--- src/rtl/core/fud_pkg.sv ---
`timescale 1ns / 1ps
`default_nettype none

package fud_pkg;

   localparam logic [7:0] CharAmp     = 8'h26;  // '&'
   localparam logic [7:0] CharPercent = 8'h25;  // '%'
   localparam logic [7:0] CharPlus    = 8'h2B;  // '+'
   localparam logic [7:0] CharEquals  = 8'h3D;  // '='
   localparam logic [7:0] CharSpace   = 8'h20;
   localparam logic [7:0] CharUpperA  = 8'h41;
   localparam logic [7:0] CharLowerA  = 8'h61;
   localparam logic [7:0] CharZero    = 8'h30;

   // Result queue: one input byte can push two words, so the queue must hold
   // at least two entries beyond those still being drained.
   localparam int QueueDepth = 4;
   localparam int QueueAw    = $clog2(QueueDepth);

   typedef enum logic [1:0] {
      KIND_KEY     = 2'd0,
      KIND_VALUE   = 2'd1,
      KIND_COMMIT  = 2'd2,
      KIND_ABANDON = 2'd3
   } kind_type;

   typedef enum logic [1:0] {
      PH_IDLE   = 2'd0,
      PH_FIRST  = 2'd1,
      PH_SECOND = 2'd2
   } phase_type;

   typedef struct packed {
      kind_type   kind;
      logic [7:0] data;
      logic       last;
   } result_type;

   // Words produced by one input byte, first in slot zero.
   typedef struct packed {
      logic [1:0] count;
      result_type first;
      result_type second;
   } push_type;

   // Bit 4 set means the byte is not a hex digit.
   function automatic logic [4:0] hex_digit(input logic [7:0] c);
      logic [4:0] d;
      d = 5'h10;
      if (c >= CharZero && c <= 8'h39) begin
         d = {1'b0, 4'(c - CharZero)};
      end else if (c >= CharUpperA && c <= 8'h46) begin
         d = {1'b0, 4'(c - (CharUpperA - 8'd10))};
      end else if (c >= CharLowerA && c <= 8'h66) begin
         d = {1'b0, 4'(c - (CharLowerA - 8'd10))};
      end
      return d;
   endfunction

endpackage

`default_nettype wire

--- src/rtl/core/fud_decode.sv ---
`timescale 1ns / 1ps
`default_nettype none

module fud_decode
   import fud_pkg::*;
(
   input  wire logic       clock,
   input  wire logic       reset,
   input  wire logic       accept,
   input  wire logic [7:0] raw_char,
   input  wire logic       final_char,
   output push_type        push
);

   phase_type  phase_ff, phase_in;
   logic [3:0] hval_ff, hval_in;
   logic       hvalid_ff, hvalid_in;
   logic       inval_ff, inval_in;
   logic       keyhas_ff, keyhas_in;

   always_comb begin
      logic [4:0] d;
      logic [7:0] v;
      logic       has_byte;
      logic [7:0] b;
      result_type r0, r1;
      logic [1:0] n;

      phase_in  = phase_ff;
      hval_in   = hval_ff;
      hvalid_in = hvalid_ff;
      inval_in  = inval_ff;
      keyhas_in = keyhas_ff;
      has_byte  = 1'b0;
      b         = '0;
      r0        = '{kind: KIND_KEY, data: '0, last: 1'b0};
      r1        = '{kind: KIND_KEY, data: '0, last: 1'b0};
      n         = '0;
      d         = hex_digit(raw_char);
      v         = '0;

      case (phase_ff)
         PH_FIRST: begin
            hvalid_in = ~d[4];
            hval_in   = d[3:0];
            phase_in  = PH_SECOND;
            if (final_char && !d[4] && d[3:0] != 4'd0) begin
               b        = {4'd0, d[3:0]};
               has_byte = 1'b1;
            end
         end
         PH_SECOND: begin
            phase_in = PH_IDLE;
            if (hvalid_ff) begin
               v = d[4] ? {4'd0, hval_ff} : {hval_ff, d[3:0]};
               if (v != 8'd0) begin
                  b        = v;
                  has_byte = 1'b1;
               end
            end
         end
         default: begin
            phase_in = PH_IDLE;
            if (raw_char == CharPercent) begin
               phase_in = PH_FIRST;
            end else if (raw_char == CharAmp) begin
               if (inval_ff) begin
                  r0        = '{kind: KIND_COMMIT, data: '0, last: 1'b0};
                  n         = 2'd1;
                  inval_in  = 1'b0;
                  keyhas_in = 1'b0;
               end
            end else if (raw_char == CharPlus) begin
               b        = CharSpace;
               has_byte = 1'b1;
            end else begin
               b        = raw_char;
               has_byte = 1'b1;
            end
         end
      endcase

      // A decoded byte never follows a commit word within the same input.
      if (has_byte) begin
         if (!inval_in && b == CharEquals) begin
            inval_in = 1'b1;
         end else if (inval_in) begin
            r0 = '{kind: KIND_VALUE, data: b, last: 1'b0};
            n  = 2'd1;
         end else begin
            r0        = '{kind: KIND_KEY, data: b, last: 1'b0};
            n         = 2'd1;
            keyhas_in = 1'b1;
         end
      end

      if (final_char) begin
         if (inval_in || keyhas_in) begin
            if (n == 2'd0) begin
               r0 = '{kind: inval_in ? KIND_COMMIT : KIND_ABANDON, data: '0, last: 1'b0};
            end else begin
               r1 = '{kind: inval_in ? KIND_COMMIT : KIND_ABANDON, data: '0, last: 1'b0};
            end
            n = n + 2'd1;
         end
         phase_in  = PH_IDLE;
         hval_in   = '0;
         hvalid_in = 1'b0;
         inval_in  = 1'b0;
         keyhas_in = 1'b0;
      end

      if (n == 2'd1) begin
         r0.last = 1'b1;
      end else if (n == 2'd2) begin
         r1.last = 1'b1;
      end

      push.count  = n;
      push.first  = r0;
      push.second = r1;
   end

   always_ff @(posedge clock) begin
      if (reset) begin
         phase_ff  <= PH_IDLE;
         hval_ff   <= '0;
         hvalid_ff <= 1'b0;
         inval_ff  <= 1'b0;
         keyhas_ff <= 1'b0;
      end else if (accept) begin
         phase_ff  <= phase_in;
         hval_ff   <= hval_in;
         hvalid_ff <= hvalid_in;
         inval_ff  <= inval_in;
         keyhas_ff <= keyhas_in;
      end
   end

endmodule

`default_nettype wire

--- src/rtl/core/fud_queue.sv ---
`timescale 1ns / 1ps
`default_nettype none

module fud_queue
   import fud_pkg::*;
(
   input  wire logic clock,
   input  wire logic reset,
   input  wire logic accept,
   input  wire push_type push,
   output logic      room,
   output logic      out_valid,
   input  wire logic out_ready,
   output result_type out_word
);

   result_type              entry_ff [QueueDepth];
   logic [QueueAw-1:0]      wr_ptr_ff, wr_ptr_in;
   logic [QueueAw-1:0]      rd_ptr_ff, rd_ptr_in;
   logic [QueueAw:0]        count_ff, count_in;
   logic                    pop;
   logic [1:0]              npush;
   logic [QueueAw-1:0]      wr_next;

   assign pop       = out_valid && out_ready;
   assign npush     = accept ? push.count : 2'd0;
   assign wr_next   = wr_ptr_ff + QueueAw'(1);
   assign out_valid = count_ff != '0;
   assign out_word  = entry_ff[rd_ptr_ff];
   // A byte is taken only while two entries are free for it.
   assign room      = count_ff <= (QueueAw + 1)'(QueueDepth - 2);

   always_comb begin
      wr_ptr_in = wr_ptr_ff + QueueAw'(npush);
      rd_ptr_in = rd_ptr_ff + QueueAw'(pop);
      count_in  = count_ff + (QueueAw + 1)'(npush) - (QueueAw + 1)'(pop);
   end

   always_ff @(posedge clock) begin
      if (npush != 2'd0) begin
         entry_ff[wr_ptr_ff] <= push.first;
      end
      if (npush == 2'd2) begin
         entry_ff[wr_next] <= push.second;
      end
   end

   always_ff @(posedge clock) begin
      if (reset) begin
         wr_ptr_ff <= '0;
         rd_ptr_ff <= '0;
         count_ff  <= '0;
      end else begin
         wr_ptr_ff <= wr_ptr_in;
         rd_ptr_ff <= rd_ptr_in;
         count_ff  <= count_in;
      end
   end

endmodule

`default_nettype wire

--- src/rtl/core/form_urlencoded_pair_decoder.sv ---
`timescale 1ns / 1ps
`default_nettype none

// Decodes a form-urlencoded query string one raw byte per word: '+' becomes a
// space, %XY escapes become one byte, and each decoded byte comes out tagged as
// a key or value byte; a raw '&' in a value and the last byte of the string
// (req_tlast) add a commit or abandon word. A byte is taken in every cycle while
// it produces at most one word and rsp_tready is high; a two-word byte can hold
// off later bytes, since the four-entry result queue drains one word per cycle
// and the input is held off whenever fewer than two entries are free.
module form_urlencoded_pair_decoder
   import fud_pkg::*;
(
   input  wire logic       clock,
   input  wire logic       reset,
   input  wire logic       req_tvalid,
   output logic            req_tready,
   input  wire logic [7:0] req_tdata,   // [7:0] raw_char
   input  wire logic       req_tlast,   // final_char
   output logic            rsp_tvalid,
   input  wire logic       rsp_tready,
   output logic [7:0]      rsp_tdata,   // [7:0] out_byte
   output logic [1:0]      rsp_tuser,   // [1:0] result_kind
   output logic            rsp_tlast    // run_last
);

   logic       accept;
   logic       room;
   push_type   push;
   result_type out_word;

   assign req_tready = room;
   assign accept     = req_tvalid && room;

   fud_decode u_decode (
      .clock      (clock),
      .reset      (reset),
      .accept     (accept),
      .raw_char   (req_tdata),
      .final_char (req_tlast),
      .push       (push)
   );

   fud_queue u_queue (
      .clock     (clock),
      .reset     (reset),
      .accept    (accept),
      .push      (push),
      .room      (room),
      .out_valid (rsp_tvalid),
      .out_ready (rsp_tready),
      .out_word  (out_word)
   );

   assign rsp_tdata = out_word.data;
   assign rsp_tuser = out_word.kind;
   assign rsp_tlast = out_word.last;

endmodule

`default_nettype wire
--- config.mk ---
export PLATFORM = sky130hd
export DESIGN_NAME = form_urlencoded_pair_decoder
export DESIGN_NICKNAME = d
export VERILOG_FILES = /design/src/rtl/core/fud_pkg.sv /design/src/rtl/core/fud_decode.sv /design/src/rtl/core/fud_queue.sv /design/src/rtl/core/form_urlencoded_pair_decoder.sv
export SDC_FILE = /design/constraint.sdc
export NUM_CORES = 1
export LEC_CHECK = 0
export ABC_AREA = 1
export BUFFER_PORTS_ARGS = -buffer_cell sky130_fd_sc_hd__buf_2
export CAP_MARGIN = 15
export CORE_MARGIN = 5
export CORE_UTILIZATION = 50
export CTS_BUF_LIST = sky130_fd_sc_hd__clkbuf_2
export DETAILED_ROUTE_END_ITERATION = 8
export PLACE_DENSITY = 0.68
export SLEW_MARGIN = 5
export SYNTH_ARGS = -nofsm -noshare
export SYNTH_HDL_FRONTEND = slang
export SYNTH_SLANG_ARGS = --single-unit
--- constraint.sdc ---
create_clock -name clock -period 10.9 [get_ports clock]
set_input_delay 2.18 -clock clock [delete_from_list [all_inputs] [get_ports clock]]
set_output_delay 2.18 -clock clock [all_outputs]
set_load 0.02 [all_outputs]
# Yosys cells after proc, flatten, opt, wreduce, memory -nomap -nowiden
# Memory sizes are Yosys's and may differ from the RTL's. A register that Yosys moved wholly into a read port is not among the register bits.
# Index checks and enable logic that the tools add are counted.
# word_totals
regBits	16
latch_bits	0
ramBits	44
mem_bits_ro	0
inputBits	13
output_inout_bits	13
word_cells	123
n_memories	1
# memory_table
memory	words	word_bits	rd	rd_clocked_by_memory_dff	write_ports	line	rtl
u_queue.entry_ff	4	11	1	1	2	fud_queue.sv:17	result_type entry_ff [QueueDepth];
# op_classes
addsub	9
n_mul	0
n_div	0
n_lt_le_gt_ge	7
eq_ne	9
shifts	0
mux	69
bitwise	1
n_reduce_logical	19
# op_table
op	n
11-bit two-way mux	12
8-bit two-way mux	6
8-bit by 6-bit equality test with 1-bit output, second input constant	4
1-bit two-way mux	31
2-bit two-way mux	10
8-bit by 7-bit >= comparator with 1-bit output, second input constant	2
8-bit by 7-bit <= comparator with 1-bit output, second input constant	2
8-bit case mux with 2 select lines	1
5-bit two-way mux	3
4-bit two-way mux	3
10-bit two-way mux	1
8-bit by 6-bit >= comparator with 1-bit output, second input constant	1
8-bit by 6-bit <= comparator with 1-bit output, second input constant	1
1-bit logical AND	8
8-bit nonzero test	1
4-bit by 3-bit subtractor with 4-bit output, second input constant	2
2-bit equality test, second input constant	3
2-bit by 1-bit adder with 2-bit output, second input constant	2
2-bit by 1-bit equality test with 1-bit output, second input constant	2
2-bit case mux with 2 select lines	1
2-bit nonzero test	2
4-bit nonzero test	1
4-bit by 1-bit subtractor with 4-bit output, second input constant	1
3-bit by 2-bit adder with 3-bit output	1
other kinds (12)	13

# Depth between registers and ports, before layout
# logic_depth
ltp_word	21
ltp_mapped	26
ltp_nobuf	26

# Modules after synthesis
# From an unflattened synthesis, not the netlist that was laid out.
# hier_totals
cells_unflattened	547
area_unflattened_um2	4292.9
# by_module_without_submodules
mod	instances	cells_per_inst	area_per_inst_um2	seq_area_each_um2
fud_queue	1	283	2805.2	1461.4
fud_decode	1	262	1480.2	180.2
form_urlencoded_pair_decoder	1	2	7.5	0.0

# Least setup slack after synthesis
# Ideal clock, no wire load.
# synth_path
path_type	input to register
start	in req_tdata[1]
end	reg u_queue.count_ff[2]
setup_ps	80
arrival_time_ps	5312
required_time_ps	10820
slack_ps	5508
stages	24
path_cell_list	inv_1 ha_1 inv_1 nand4_1 nand2_4 nand2_4 buf_8 nand3_1 nand3_1 nand3_1 nand2_1 nor2_2 nand4_4 nand2_2 and2_1 inv_1 ha_1 or2_2 nand3_2 inv_1 ha_1 fa_1 nand2_1 nor3b_1
# synth_via
elab_chain_cells	20
# synth_lines
element	line	rtl
start, declared	form_urlencoded_pair_decoder.sv:18	input wire logic [7:0] req_tdata,
8-bit by 7-bit >= comparator with 1-bit output / 8-bit by 7-bit <= comparator with 1-bit output (equally long branches)	fud_pkg.sv:54	end else if (c >= CharLowerA && c <= 8'h66) begin
1-bit logical AND	fud_pkg.sv:54	
5-bit two-way mux	fud_pkg.sv:54	
5-bit two-way mux	fud_pkg.sv:52	end else if (c >= CharUpperA && c <= 8'h46) begin
5-bit two-way mux	fud_pkg.sv:50	if (c >= CharZero && c <= 8'h39) begin
8-bit two-way mux / 1-bit zero test (equally long branches)	fud_decode.sv:55, fud_decode.sv:47	
8-bit nonzero test / 1-bit logical AND (equally long branches)	fud_decode.sv:56, fud_decode.sv:47	
8-bit two-way mux / 1-bit logical AND (equally long branches)	fud_decode.sv:56, fud_decode.sv:47	
[4 not listed]	-	
2-bit two-way mux / 1-bit two-way mux (equally long branches)	fud_decode.sv:85	if (!inval_in && b == CharEquals) begin
2-bit two-way mux / 1-bit two-way mux (equally long branches)	fud_decode.sv:84	if (has_byte) begin
2-bit by 1-bit adder with 2-bit output / 1-bit logical OR (equally long branches)	fud_decode.sv:104, fud_decode.sv:98	
2-bit two-way mux	fud_decode.sv:98	if (inval_in || keyhas_in) begin
2-bit two-way mux (*)	fud_decode.sv:97	if (final_char) begin
2-bit two-way mux (*)	fud_queue.sv:26	assign npush = accept ? push.count : 2'd0;
3-bit by 2-bit adder with 3-bit output (*)	fud_queue.sv:36	count_in = count_ff + (QueueAw + 1)'(npush) - (QueueAw + 1)'(pop);
3-bit by 1-bit subtractor with 3-bit output (*)	fud_queue.sv:36	
end signal, assigned	fud_queue.sv:56	count_ff <= count_in;
end, declared	fud_queue.sv:20	logic [QueueAw:0] count_ff, count_in;
# Every way passes the cells marked *; elsewhere a longest branch is shown, timed or not.
# A chain may end at the register's enable or synchronous reset.

==> results_dict.tcl <==
set metrics [dict create \
    status "finished, final reports clean" \
    yosys_warnings 0 \
    num-fill-cells 781 \
    power_frac_comb_pct 42.9 \
    dp_slack_ns 4.78 \
    fmax_mhz 179 \
    setup_viol 0 \
    cp_slowest_cell "nand2_4" \
    die_height_um 96.9 \
    cts.sinks 60 \
    seq_area_um2 1320 \
    nNetsFinal 591 \
    slew_viol_final 0 \
    hpwl_mm 6.58 \
    setup-tns-final_ns 0 \
    hold_depth 2 \
    vias 3562 \
    crit_top_cell "nand2_1" \
    clockBufferDepth 2 \
    worst-path-stages 23 \
    drc 0 \
    synth-edff-count 12 \
    finalCriticalPeriod_ns 5.60 \
    grt_pass1_vias 3331 \
    cts_setup_buffers 0 \
    synthTopCellsByCount "113 x nand2_1, 82 x nor2_1, 72 x nand3_1" \
    port_buffers 25 \
    cts_buffers 9 \
    yosysMostFrequentCell "nand2_1" \
    multi_input_area_um2 2100 \
    min-delay-path-class "reg -> reg" \
    clkPwrFrac_pct 17.4 \
    seq_area_frac_synth_pct 35.0 \
    rsz0062_at_grt "no" \
    synth_flop_cell "dfxtp_1" \
    cts_tree "yes" \
    cts_max_level 3 \
    cp.buffers_inverters 6 \
    drt_first_iter_violations 152 \
    finClkSkew_ns 0.0358 \
    synth_top_area_cell "dfxtp_1" \
    final_layout_size_suffix_gt1_share_pct 13.9 \
    finalNonFillerCells 668 \
    power_frac_seq_pct 39.6 \
    criticalPathCategory "in -> reg" \
    area_growth_pct 6.13 \
    drt_wl_total_mm 9.17 \
    cts_hold_buf 0 \
    die_w_um 96.9 \
    arrival_ns 5.84 \
    async_flop_share_pct 0 \
    path_delay_family "simple AND/OR/NAND/NOR gates" \
    crit_path_end_kind "flip-flop" \
    reg2reg_depth 18 \
    power.leakage_nw 1.95 \
    period_share_pct 51.4 \
    netlist.area_leader.share_pct 25.5 \
    antennaDiodeCount 0 \
    core_area_um2 7290 \
    total_power_mw 0.823 \
    power_density_nw_per_um2 206 \
    ys_ff_latch 60 \
    place_congestion 0.895 \
    postRouteAntennaNets 0 \
    antenna_found_initial 0 \
    setup_ws_ns 5.30 \
    grt_max_degree 65 \
    grt.total_usage_pct 20.3 \
    max_cap_viol_count 0 \
    firstDrtPassIters 5 \
    cts_resized 0 \
    grt_pass1_wl_mm 15.9 \
    dp_cells 652 \
    slew_headroom_pct 25.5 \
    critPathRequiredTime_ns 11.14 \
    num_rows 31 \
    ios 26 \
    cp_max_fo 64 \
    dieArea_um2 9380 \
    crit_path_start_kind "input pin" \
    grt_overflow 0 \
    swShare_pct 43.7 \
    start_util_pct 51.8 \
    crit_chain "buf_2 -> inv_1 -> ha_1 -> inv_1 -> nand4_1 -> nand2_4 -> nand2_4 -> inv_2 -> nand2_1 -> nand3_1 -> nand3_1 -> nor2_2 -> nand3_1 -> nand2_1 -> inv_1 -> nand3_1 -> ha_1 -> nand2_1 -> nor2_1 -> inv_1 -> nand2_4 -> nand2_1 -> nand2_1" \
    cts_root_buf "clkbuf_2" \
    synthCells 550 \
    tightest_slew_ns 1.11 \
    synth_cell_type_count 39 \
    slowest_delay_ns 0.48 \
    avgViaCountPerCell 5.33 \
    syn_area_um2 3770 \
    syn_area_per_cell_um2 6.86 \
    hold_viol 0 \
    power.internal_mw 0.463 \
    ir_worst_vdd_mv 0.106 \
    clk_pin_slew_ns 0.19 \
    p_switching_mw 0.360 \
    yosys-top-cells-area "dfxtp_1 25%, nand2_1 11%, nand3_1 9.5%" \
    synth_nets 577 \
    avgRoutedWirePerCell_um 13.7 \
    clock_latency_ns 0.53 \
]
[power by group through the flow]
stage | combinational (mW) | sequential, mW | clock, mW
6_report | 0.354 | 0.326 | 0.143
2_1_floorplan | 0.278 | 0.322 | 0
4_1_cts | 0.357 | 0.326 | 0.145
3_3_place_gp | 0.350 | 0.330 | 0
3_5_place_dp | 0.356 | 0.331 | 0
5_1_grt | 0.406 | 0.334 | 0.158
[registers in the layout, summed over array words and instances, names as in the netlist]
| register | count |
|---|---|
| u_queue.count_ff | 3 |
| u_decode.hval_ff | 4 |
| u_queue.rd_ptr_ff | 2 |
| u_decode.inval_ff | 1 |
| u_decode.keyhas_ff | 1 |
| u_queue.entry_ff | 44 |
| u_queue.wr_ptr_ff | 2 |
| u_decode.hvalid_ff | 1 |
| u_decode.phase_ff | 2 |
[worst register-to-register path: stages, from the launching register on]
cell     delay, ns
dfxtp_1       0.42
inv_1         0.06
ha_1          0.44
nor2_1        0.32
nand3_1       0.16
nand2_1       0.13
nand2_2       0.08
nor3_4        0.18
nand3_1       0.11
nand2_1       0.13
inv_1         0.07
nand3_1       0.12
ha_1          0.16
nand2_1       0.06
nor2_1        0.29
inv_1         0.15
nand2_4       0.48
nand2_1       0.31
nand2_1       0.24
[metal layers]
metal	up-vias	part of all wire (%)	track usage [%]
li1	1831	-	-
met5	-	0	0
met4	0	1.8	6.26
met1	1614	44	26.0
met3	18	6.5	5.11
met2	99	47	33.4
[area by class of cell]
class | instances | area share (%)
clock buffer | 9 | 1.12
clock inverter | 7 | 1.66
inverter | 51 | 4.90
multi-input combinational | 414 | 52.5
sequential | 60 | 33.0
tap | 99 | 3.09
timing repair buffer | 28 | 3.69
[cell usage in the layout, fill, tap and decap left out, drive strengths merged, types with 3 or more instances in the layout]
cell / Yosys / routed
nand2: 127 / 127
nor2: 90 / 90
nand3: 75 / 75
inv: 51 / 53
dfxtp: 48 / 48
a21oi: 43 / 43
o21ai: 37 / 37
buf: 13 / 28
ha: 13 / 13
edfxtp: 12 / 12
o22ai: 9 / 9
clkbuf: 12 / 9
nand4: 7 / 7
clkinv: 0 / 3
[worst paths after layout]
| kind | startpoint | to | slack (ns) |
|---|---|---|---|
| worst max-delay path | req_tdata[1] | u_queue.entry_ff[0][0] | 5.30 |
| worst min-delay path | u_decode.hvalid_ff | u_decode.hvalid_ff | 0.48 |
| worst max register to register | u_decode.phase_ff[0] | u_queue.entry_ff[0][0] | 6.76 |
| worst min register to register | u_decode.hvalid_ff | u_decode.hvalid_ff | 0.48 |
[cell families (layout without fill, tap and decap cells)]
kind of cell | Yosys count | count (layout) | share of synthesized area [%]
xor+xnor | 4 | 4 | 0.929
fa+ha+maj | 14 | 14 | 4.84
buf+inv | 76 | 95 | 9.22
compound gates | 91 | 91 | 12.6
simple gates | 305 | 305 | 37.4
flops | 60 | 60 | 35.0
[stage by stage]
stage	area [um2]	utilization [%]	hold slack, ns
after detailed placement	3890	53.4	0.461
final	4010	54.9	0.484
after global routing	4010	54.9	0.508
after global placement	3890	53.4	0.457
after CTS	4010	54.9	0.485
after floorplan	3770	-	0.445
No activity file was read; power rests on OpenSTA's default activity.
